===== src/rtl/bmpd_pkg.sv =====
// ----------------------------------------------------------------------------
// bmpd_pkg
// Shared types, constants and helpers of the 24-bit BMP stream decoder.
// ----------------------------------------------------------------------------
package bmpd_pkg;

  localparam int unsigned MAX_DIM = 4096;
  localparam int unsigned DIM_W   = $clog2(MAX_DIM) + 1;
  localparam int unsigned PAD_W   = DIM_W + 2;
  localparam int unsigned PROD_W  = PAD_W + DIM_W;
  localparam int unsigned CNT_W   = 12;

  localparam logic [31:0] MIN_FILE_LEN = 32'd14;
  localparam logic [31:0] HDR_LEN      = 32'd34;
  localparam logic [15:0] DEPTH_24     = 16'd24;

  localparam logic [31:0] POS_SIG0    = 32'd0;
  localparam logic [31:0] POS_SIG1    = 32'd1;
  localparam logic [31:0] POS_OFF_LO  = 32'd10;
  localparam logic [31:0] POS_OFF_HI  = 32'd13;
  localparam logic [31:0] POS_WID_LO  = 32'd18;
  localparam logic [31:0] POS_WID_HI  = 32'd21;
  localparam logic [31:0] POS_HGT_LO  = 32'd22;
  localparam logic [31:0] POS_HGT_HI  = 32'd25;
  localparam logic [31:0] POS_DEP_LO  = 32'd28;
  localparam logic [31:0] POS_DEP_HI  = 32'd29;
  localparam logic [31:0] POS_CMP_LO  = 32'd30;
  localparam logic [31:0] POS_CMP_HI  = 32'd33;

  localparam logic [7:0] SIG_B = 8'h42;
  localparam logic [7:0] SIG_M = 8'h4D;

  typedef enum logic [2:0] {
    PH_IDLE   = 3'd0,
    PH_HEADER = 3'd1,
    PH_SKIP   = 3'd2,
    PH_PIXEL  = 3'd3,
    PH_PAD    = 3'd4,
    PH_DONE   = 3'd5
  } phase_e;

  typedef enum logic [1:0] {
    ERR_NONE   = 2'd0,
    ERR_FORMAT = 2'd1,
    ERR_UNSUP  = 2'd2
  } err_e;

  typedef enum logic {
    KIND_PIXEL = 1'b0,
    KIND_ERROR = 1'b1
  } kind_e;

  typedef struct packed {
    logic [31:0] pix_offset;
    logic [31:0] width;
    logic [31:0] height;
    logic [15:0] depth;
    logic [31:0] compression;
    logic        sig_ok;
  } hdr_t;

  typedef struct packed {
    logic off_bad;
    err_e img_code;
  } chk_t;

  typedef struct packed {
    kind_e            kind;
    err_e             code;
    logic [CNT_W-1:0] row;
    logic [CNT_W-1:0] col;
    logic [7:0]       red;
    logic [7:0]       green;
    logic [7:0]       blue;
    logic             last;
  } res_t;

  function automatic logic height_up(input logic [31:0] h);
    return (h != 32'd0) && !h[31];
  endfunction

  function automatic logic [31:0] height_mag(input logic [31:0] h);
    return height_up(h) ? h : (32'd0 - h);
  endfunction

endpackage


===== src/rtl/bmp24_stream_decoder.sv =====
// ----------------------------------------------------------------------------
// bmp24_stream_decoder
// Streaming decoder for uncompressed 24-bit BMP files, one byte per beat.
// ----------------------------------------------------------------------------
// channel   direction  payload
// s_axis    in         tdata: data_byte; tuser: start_of_file
// m_axis    out        tdata: error_code, pixel_row, dest_column, red, green,
//                      blue; tuser: result_kind; tlast: final_item
// cfg       in         cfg_wdata_i: file_length, written when cfg_we_i is high
//
// one byte per cycle sustained while m_axis is ready; each beat passes an
// input register and then a result register on its way to m_axis
// the pixel-row size product is registered ahead of the byte 33 check
// reset clears the parser state, both valid flags and file_length
// a stalled result holds the result register; the input register still
// takes a beat while it is empty
// ----------------------------------------------------------------------------
module bmp24_stream_decoder import bmpd_pkg::*; (
  input  logic        clk_i,
  input  logic        rst_ni,
  input  logic        s_axis_tvalid_i,
  output logic        s_axis_tready_o,
  input  logic [7:0]  s_axis_tdata_i,   // [7:0] data_byte
  input  logic        s_axis_tuser_i,   // [0] start_of_file
  output logic        m_axis_tvalid_o,
  input  logic        m_axis_tready_i,
  output logic [55:0] m_axis_tdata_o,   // [1:0] error_code, [13:2] pixel_row,
                                        // [25:14] dest_column, [33:26] red,
                                        // [41:34] green, [49:42] blue, rest 0
  output logic        m_axis_tuser_o,   // [0] result_kind
  output logic        m_axis_tlast_o,
  input  logic        cfg_we_i,
  input  logic [31:0] cfg_wdata_i
);

  logic [31:0] file_len_q;
  logic        in_valid_q;
  logic [7:0]  in_byte_q;
  logic        in_sof_q;
  logic        out_valid_q;
  res_t        out_q;
  logic        advance;
  logic        fire;
  logic        res_valid;
  res_t        res;

  assign advance         = !out_valid_q || m_axis_tready_i;
  assign fire            = in_valid_q && advance;
  assign s_axis_tready_o = !in_valid_q || advance;

  always_ff @(posedge clk_i or negedge rst_ni) begin
    if (!rst_ni) begin
      file_len_q <= '0;
    end else if (cfg_we_i) begin
      file_len_q <= cfg_wdata_i;
    end
  end

  always_ff @(posedge clk_i or negedge rst_ni) begin
    if (!rst_ni) begin
      in_valid_q <= 1'b0;
    end else if (s_axis_tready_o) begin
      in_valid_q <= s_axis_tvalid_i;
    end
  end

  always_ff @(posedge clk_i) begin
    if (s_axis_tvalid_i && s_axis_tready_o) begin
      in_byte_q <= s_axis_tdata_i;
      in_sof_q  <= s_axis_tuser_i;
    end
  end

  bmpd_parser u_parser (
    .clk_i       (clk_i),
    .rst_ni      (rst_ni),
    .fire_i      (fire),
    .byte_i      (in_byte_q),
    .sof_i       (in_sof_q),
    .file_len_i  (file_len_q),
    .res_valid_o (res_valid),
    .res_o       (res)
  );

  always_ff @(posedge clk_i or negedge rst_ni) begin
    if (!rst_ni) begin
      out_valid_q <= 1'b0;
    end else if (advance) begin
      out_valid_q <= fire && res_valid;
    end
  end

  always_ff @(posedge clk_i) begin
    if (fire && res_valid) begin
      out_q <= res;
    end
  end

  assign m_axis_tvalid_o = out_valid_q;
  assign m_axis_tdata_o  = {6'd0, out_q.blue, out_q.green, out_q.red,
                            out_q.col, out_q.row, out_q.code};
  assign m_axis_tuser_o  = out_q.kind;
  assign m_axis_tlast_o  = out_q.last;

endmodule


===== src/rtl/bmpd_hdr_check.sv =====
// ----------------------------------------------------------------------------
// bmpd_hdr_check
// Header checks: offset checks at byte 13, image checks at byte 33.
// ----------------------------------------------------------------------------
module bmpd_hdr_check import bmpd_pkg::*; (
  input  logic        clk_i,
  input  logic        rst_ni,
  input  hdr_t        hdr_i,
  input  logic [7:0]  byte_i,
  input  logic [31:0] file_len_i,
  output chk_t        chk_o
);

  logic [31:0]       off_full;
  logic [31:0]       cmp_full;
  logic [31:0]       hmag;
  logic [DIM_W-1:0]  w_n;
  logic [DIM_W-1:0]  h_n;
  logic [PAD_W-1:0]  w3;
  logic [PAD_W-1:0]  padded;
  logic [PROD_W-1:0] prod_d, prod_q;
  logic [32:0]       need;
  logic              off_bad;
  err_e              img_code;

  // the top byte of offset and compression arrives with the checking beat
  assign off_full = {byte_i, hdr_i.pix_offset[23:0]};
  assign cmp_full = {byte_i, hdr_i.compression[23:0]};
  assign hmag     = height_mag(hdr_i.height);

  // padded row size times height, settled well before byte 33
  assign w_n    = hdr_i.width[DIM_W-1:0];
  assign h_n    = hmag[DIM_W-1:0];
  assign w3     = {1'b0, w_n, 1'b0} + {2'b00, w_n} + PAD_W'(3);
  assign padded = w3 & ~PAD_W'(3);
  assign prod_d = PROD_W'(padded) * PROD_W'(h_n);

  always_ff @(posedge clk_i or negedge rst_ni) begin
    if (!rst_ni) begin
      prod_q <= '0;
    end else begin
      prod_q <= prod_d;
    end
  end

  assign need = {1'b0, hdr_i.pix_offset} + 33'(prod_q);

  assign off_bad = !hdr_i.sig_ok || (off_full >= file_len_i) || (off_full < HDR_LEN);

  always_comb begin
    priority if (cmp_full != 32'd0) begin
      img_code = ERR_UNSUP;
    end else if (hdr_i.depth != DEPTH_24) begin
      img_code = ERR_UNSUP;
    end else if (hdr_i.width == 32'd0 || hdr_i.width[31] || hdr_i.height == 32'd0) begin
      img_code = ERR_FORMAT;
    end else if (hdr_i.width > 32'(MAX_DIM) || hmag > 32'(MAX_DIM)) begin
      img_code = ERR_UNSUP;
    end else if (need > {1'b0, file_len_i}) begin
      img_code = ERR_FORMAT;
    end else begin
      img_code = ERR_NONE;
    end
  end

  assign chk_o = {off_bad, img_code};

endmodule


===== src/rtl/bmpd_parser.sv =====
// ----------------------------------------------------------------------------
// bmpd_parser
// Parse state machine: header capture, skip, pixel assembly and padding.
// ----------------------------------------------------------------------------
module bmpd_parser import bmpd_pkg::*; (
  input  logic        clk_i,
  input  logic        rst_ni,
  input  logic        fire_i,
  input  logic [7:0]  byte_i,
  input  logic        sof_i,
  input  logic [31:0] file_len_i,
  output logic        res_valid_o,
  output res_t        res_o
);

  phase_e           phase_d, phase_q;
  logic [31:0]      pos_d, pos_q;
  hdr_t             hdr_d, hdr_q;
  logic [CNT_W-1:0] row_d, row_q;
  logic [CNT_W-1:0] col_d, col_q;
  logic [1:0]       bip_d, bip_q;
  logic [1:0]       pad_d, pad_q;
  logic [7:0]       blue_d, blue_q;
  logic [7:0]       green_d, green_q;
  chk_t             chk;
  logic [31:0]      hmag32;
  logic [DIM_W-1:0] hmag;
  logic [DIM_W-1:0] drow;

  bmpd_hdr_check u_chk (
    .clk_i      (clk_i),
    .rst_ni     (rst_ni),
    .hdr_i      (hdr_q),
    .byte_i     (byte_i),
    .file_len_i (file_len_i),
    .chk_o      (chk)
  );

  assign hmag32 = height_mag(hdr_q.height);
  assign hmag   = hmag32[DIM_W-1:0];
  assign drow   = hmag - DIM_W'(1) - DIM_W'(row_q);

  always_comb begin
    logic       go;
    logic       pix;
    logic       last_col;
    logic       last;
    logic [1:0] lane;
    go          = 1'b0;
    pix         = 1'b0;
    last_col    = 1'b0;
    last        = 1'b0;
    lane        = 2'd0;
    phase_d     = phase_q;
    pos_d       = pos_q;
    hdr_d       = hdr_q;
    row_d       = row_q;
    col_d       = col_q;
    bip_d       = bip_q;
    pad_d       = pad_q;
    blue_d      = blue_q;
    green_d     = green_q;
    res_valid_o = 1'b0;
    res_o       = '0;

    if (sof_i) begin
      phase_d = PH_HEADER;
      pos_d   = '0;
      hdr_d   = '0;
      row_d   = '0;
      col_d   = '0;
      bip_d   = '0;
      pad_d   = '0;
      blue_d  = '0;
      green_d = '0;
      if (file_len_i < MIN_FILE_LEN) begin
        phase_d      = PH_DONE;
        res_valid_o  = 1'b1;
        res_o.kind   = KIND_ERROR;
        res_o.code   = ERR_FORMAT;
        res_o.last   = 1'b1;
      end else begin
        go = 1'b1;
      end
    end else if (phase_q == PH_HEADER || phase_q == PH_SKIP ||
                 phase_q == PH_PIXEL || phase_q == PH_PAD) begin
      pos_d = pos_q + 32'd1;
      go    = 1'b1;
    end

    if (go) begin
      unique case (phase_d)
        PH_HEADER: begin
          // byte lane within a 32-bit field that starts at a position of 2 mod 4
          lane = pos_d[1:0] - 2'd2;
          if (pos_d == POS_SIG0) begin
            hdr_d.sig_ok = (byte_i == SIG_B);
          end else if (pos_d == POS_SIG1) begin
            hdr_d.sig_ok = hdr_q.sig_ok && (byte_i == SIG_M);
          end else if (pos_d >= POS_OFF_LO && pos_d <= POS_OFF_HI) begin
            hdr_d.pix_offset[8*lane +: 8] = byte_i;
          end else if (pos_d >= POS_WID_LO && pos_d <= POS_WID_HI) begin
            hdr_d.width[8*lane +: 8] = byte_i;
          end else if (pos_d >= POS_HGT_LO && pos_d <= POS_HGT_HI) begin
            hdr_d.height[8*lane +: 8] = byte_i;
          end else if (pos_d >= POS_DEP_LO && pos_d <= POS_DEP_HI) begin
            hdr_d.depth[8*pos_d[0] +: 8] = byte_i;
          end else if (pos_d >= POS_CMP_LO && pos_d <= POS_CMP_HI) begin
            hdr_d.compression[8*lane +: 8] = byte_i;
          end
          if (pos_d == POS_OFF_HI && chk.off_bad) begin
            phase_d     = PH_DONE;
            res_valid_o = 1'b1;
            res_o.kind  = KIND_ERROR;
            res_o.code  = ERR_FORMAT;
            res_o.last  = 1'b1;
          end else if (pos_d == POS_CMP_HI) begin
            if (chk.img_code != ERR_NONE) begin
              phase_d     = PH_DONE;
              res_valid_o = 1'b1;
              res_o.kind  = KIND_ERROR;
              res_o.code  = chk.img_code;
              res_o.last  = 1'b1;
            end else begin
              phase_d = PH_SKIP;
            end
          end
        end
        PH_SKIP: begin
          if (pos_d == hdr_q.pix_offset) begin
            phase_d = PH_PIXEL;
            pix     = 1'b1;
          end
        end
        PH_PAD: begin
          if (pad_q > 2'd1) begin
            pad_d = pad_q - 2'd1;
          end else begin
            pad_d   = '0;
            phase_d = PH_PIXEL;
          end
        end
        PH_PIXEL: begin
          pix = 1'b1;
        end
        default: begin
          pix = 1'b0;
        end
      endcase
    end

    if (pix) begin
      unique case (bip_q)
        2'd0: begin
          blue_d = byte_i;
          bip_d  = 2'd1;
        end
        2'd1: begin
          green_d = byte_i;
          bip_d   = 2'd2;
        end
        default: begin
          bip_d       = 2'd0;
          last_col    = ({1'b0, col_q} + 13'd1) >= hdr_q.width[12:0];
          last        = last_col && (({1'b0, row_q} + 13'd1) >= 13'(hmag));
          res_valid_o = 1'b1;
          res_o.kind  = KIND_PIXEL;
          res_o.code  = ERR_NONE;
          res_o.row   = height_up(hdr_q.height) ? drow[CNT_W-1:0] : row_q;
          res_o.col   = col_q;
          res_o.red   = byte_i;
          res_o.green = green_q;
          res_o.blue  = blue_q;
          res_o.last  = last;
          if (last) begin
            phase_d = PH_DONE;
          end else if (last_col) begin
            col_d = '0;
            row_d = row_q + CNT_W'(1);
            pad_d = hdr_q.width[1:0];
            if (hdr_q.width[1:0] != 2'd0) begin
              phase_d = PH_PAD;
            end
          end else begin
            col_d = col_q + CNT_W'(1);
          end
        end
      endcase
    end
  end

  always_ff @(posedge clk_i or negedge rst_ni) begin
    if (!rst_ni) begin
      phase_q <= PH_IDLE;
      pos_q   <= '0;
      hdr_q   <= '0;
      row_q   <= '0;
      col_q   <= '0;
      bip_q   <= '0;
      pad_q   <= '0;
      blue_q  <= '0;
      green_q <= '0;
    end else if (fire_i) begin
      phase_q <= phase_d;
      pos_q   <= pos_d;
      hdr_q   <= hdr_d;
      row_q   <= row_d;
      col_q   <= col_d;
      bip_q   <= bip_d;
      pad_q   <= pad_d;
      blue_q  <= blue_d;
      green_q <= green_d;
    end
  end

endmodule


===== config.mk =====
export PLATFORM = sky130hd
export DESIGN_NAME = bmp24_stream_decoder
export DESIGN_NICKNAME = d
export VERILOG_FILES = /design/src/rtl/bmpd_pkg.sv /design/src/rtl/bmp24_stream_decoder.sv /design/src/rtl/bmpd_hdr_check.sv /design/src/rtl/bmpd_parser.sv
export SDC_FILE = /design/constraint.sdc
export NUM_CORES = 2
export LEC_CHECK = 0
export ABC_CLOCK_PERIOD_IN_PS = 9200
export BUFFER_PORTS_ARGS = -buffer_cell sky130_fd_sc_hd__buf_2
export CORE_MARGIN = 4
export CORE_UTILIZATION = 60
export DETAILED_ROUTE_END_ITERATION = 10
export PLACE_DENSITY = 0.86
export SLEW_MARGIN = 10
export SYNTH_ARGS = -nofsm -noshare
export SYNTH_HDL_FRONTEND = slang
export SYNTH_SLANG_ARGS = --single-unit

===== constraint.sdc =====
create_clock -name clk_i -period 9.2 [get_ports clk_i]
set_clock_uncertainty 0.2 [all_clocks]
set_input_delay 0 -clock clk_i [delete_from_list [all_inputs] [get_ports clk_i]]
set_output_delay 0 -clock clk_i [all_outputs]
set_load 0.03 [all_outputs]

==> reports/metrics.json <==
{
  "status": {
    "run_status": "finished clean"
  },
  "timing": {
    "worst-slew-pin-transition_ns": 1.25,
    "final_hold_viol_count": 0,
    "fmax_mhz": 115,
    "timing.slew.headroom_pct": 16.0,
    "setup_violations": 0,
    "timing.hold.ws_ns": 0.109,
    "finalWorstSetupSlack_ns": 0.495,
    "final_max_slew_viol_count": 0,
    "finalCritPeriodShare_pct": 94.6,
    "finalWorstPathRequiredPeriod_ns": 8.71,
    "timing.setup.tns_ns": 0,
    "rsz0062_at_grt": "no"
  },
  "grt": {
    "globalRouteTotalUtil_pct": 37.3,
    "number_of_global_route_vias_before_repair": 26500,
    "grt.met3_usage_pct": 8.34,
    "grt_busiest_layer": "met2",
    "wire_length_of_the_first_global_routing_pass_mm": 147,
    "grt_start_max_net_pins": 179,
    "grt_use_met1_pct": 45.8,
    "grt_overflow": 0,
    "grt_use_met2_pct": 59.5,
    "antenna_violations_before_repair": 2
  },
  "place": {
    "portBuffers": 99,
    "pre_cts_ws_ns": 0.612,
    "dp.final_hpwl_mm": 63.0,
    "global_placement_routability_congestion": 0.986,
    "placed_area_sq_um": 28700,
    "place_inst": 3716
  },
  "yosys": {
    "dominant_combinational_cell_family_by_area_after_synthesis": "simple AND/OR/NAND/NOR gates",
    "mappedNetlistArea_sq_um": 27600,
    "synth_compound_gate_area_share_pct": 15.7,
    "synth_fa_ha_area_share_pct": 19.6,
    "synth.ff_latch_count": 337,
    "post_synthesis_share_of_cell_area_spent_on_and_or_nand_and_nor_gates_pct": 20.7,
    "synth_cell_types": 98,
    "synth_mux_area_share_pct": 2.79,
    "synthesis.area_per_instance_sq_um": 8.89,
    "synthXorXnorAreaFrac_pct": 3.36,
    "synth_largest_area_cell": "dfrtp_1",
    "synth_top_flop_cell": "dfrtp_1",
    "ys.warnings.count": 0,
    "synth-edff-count": 61,
    "dominant_cells_by_area_after_synthesis": "dfrtp_1, ha_1, fa_1, edfxtp_1, nand2_1",
    "gate_count_of_the_mapped_netlist": 3106,
    "seq_area_frac_synth_pct": 31.7,
    "synth_async_sr_flop_share_pct": 81.9,
    "synth_top_cell_area_share_pct": 25.0
  },
  "clock_network": {
    "cts-root-buf": "clkbuf_16",
    "cts_max_path_buffers": 3,
    "cts.repair_timing.setup_buffer_count": 0,
    "clk_transition_reported_paths_ns": 0.06,
    "cts_tree": "yes",
    "clk_sink_count": 337,
    "htreeDepth": 2,
    "worst_skew_late_latency_ns": 0.59,
    "tritoncts.num_buffers": 38
  },
  "pwr": {
    "irDropWorstVdd_uv": 122,
    "pint_mw": 2.66,
    "power_switching_share_pct": 31.7,
    "pwr-share-clk_pct": 40.2,
    "pwr_density_cell_nw_per_um2": 124,
    "sequential_power_share_pct": 41.9,
    "p_leak_nw": 14.6,
    "netSwitchingPower_mw": 1.24,
    "relative_contribution_of_combinational_cells_to_total_power_pct": 17.8,
    "finalPower_mw": 3.90
  },
  "route": {
    "vias_per_cell": 6.69,
    "drcViolationCount": 0,
    "postRouteWirelength_mm": 94.7,
    "final_ant_viol_nets": 0,
    "firstDrtPassIters": 8,
    "drt-wirelength-per-cell_microns": 24.1,
    "route.vias.total": 26300,
    "detail_route.iter0.violations": 3197
  },
  "worst_hold_path": {
    "whs_path_depth": 4,
    "holdCritPathClass": "input pin to flop"
  },
  "setup_path": {
    "worst_setup_end_kind": "flop",
    "crit_path_required_time_ns": 9.45,
    "worst-r2r-cell-count": 33,
    "worst_path_class_setup": "flop to flop",
    "start_kind": "flop",
    "critical_path.max_stage_delay_ns": 0.59,
    "crit_fanout": 6,
    "worst_path_slowest_cell": "o41ai_1",
    "crit_arrival_ns": 8.95
  },
  "finish": {
    "final_layout_size_suffix_gt1_share_pct": 8.72,
    "mostFrequentLayoutCells": "nand2_1, inv_1, dfrtp_1",
    "post-route-cell-area_sq_um": 31400,
    "final_common_cell": "nand2_1",
    "finish.net_count": 3700,
    "area.sequential_sq_um": 8740,
    "areaGrowthSynthToFinish_pct": 13.6,
    "nFillCells": 3429,
    "layoutNonFillerInstCount": 3928,
    "multi_input_comb_area_sq_um": 17200,
    "fin_util_pct": 69.0
  },
  "die": {
    "std_cell_rows": 78,
    "core_area_sq_um": 45500,
    "fp.dieH_microns": 223,
    "initial_core_util_pct": 60.7,
    "horizontal_die_dimension_microns": 223,
    "io-pin-count": 106,
    "die-area_sq_um": 49500
  },
  "job": {
    "drv.max_cap_violation_count": 0
  }
}
synth_stat cells (all sizes together), types with 61 or more instances:
library cell / number
a21oi: 125
dfrtp: 276
ha: 236
and2: 79
nand3: 85
nor2: 190
inv: 276
nor4: 65
edfxtp: 61
o21ai: 193
xnor2: 81
nand2: 418
fa: 123
clkbuf: 114
nor3: 87
worst max-delay path: cells and delay by family (launching register included):
kind / cells / cell delay, ns
and+or+nand+nor: 5 / 0.67
xor gates and xnor gates: 2 / 0.51
buffers and inverters: 5 / 0.36
DFF: 1 / 0.45
AOI/OAI and AO/OA: 13 / 2.85
adders and majority gates: 8 / 3.53
cell families after synthesis:
kind of cell	Yosys count
mux	74
fa+ha+maj	359
buf+inv	433
other cells	1
simple gates	1147
compound gates	649
xor+xnor	106
flops	337
power by group through the flow:
stage	clock network, mW	logic [mW]	registers [mW]
6_report	1.57	0.695	1.63
5_1_grt	1.62	0.732	1.64
4_1_cts	1.55	0.646	1.63
3_5_place_dp	0	0.587	1.65
3_3_place_gp	0	0.569	1.65
2_1_floorplan	0	0.406	1.62
registers in the layout (all words and copies together), names as in the netlist, 12 cells and up:
signal,count
u_parser.col_q,12
m_axis_tdata_o,50
u_parser.pos_q,32
u_parser.u_chk.prod_q,26
file_len_q,32
u_parser.row_q,12
u_parser.hdr_q,137
timing repair:
item,in CTS,in global routing
endpoints found under the hold margin,150,0
resized for setup,0,0
hold buffers,139,0
worst paths after layout:
check                                   startpoint                        end  slack [ns]
worst max-delay path            u_parser.hdr_q[83]  u_parser.u_chk.prod_q[27]        0.49
max in group asynchronous                   rst_ni          u_parser.col_q[0]        7.47
worst min register to register   u_parser.pad_q[0]          u_parser.pad_q[0]        0.29
min in group asynchronous                   rst_ni             file_len_q[13]        0.45
worst min-delay path               m_axis_tready_i            m_axis_tvalid_o        0.11
worst max register to register  u_parser.hdr_q[83]  u_parser.u_chk.prod_q[27]        0.49
per-layer routing:
layer	wire length [microns]	part of all wire, %	vias up
met1	34100	36	12600
met5	0	0	-
met2	43100	46	1748
li1	-	-	11300
met4	7950	8.4	0
met3	9520	10	596
layout make-up:
type / count / area share, %
multi-input combinational: 2341 / 54.8
sequential: 337 / 27.9
timing repair buffer: 299 / 7.61
clock buffer: 54 / 3.52
inverter: 278 / 3.33
tap: 600 / 2.39
clock inverter: 15 / 0.435
antenna: 4 / 0.0319
Power figures use the tool's default switching activity.
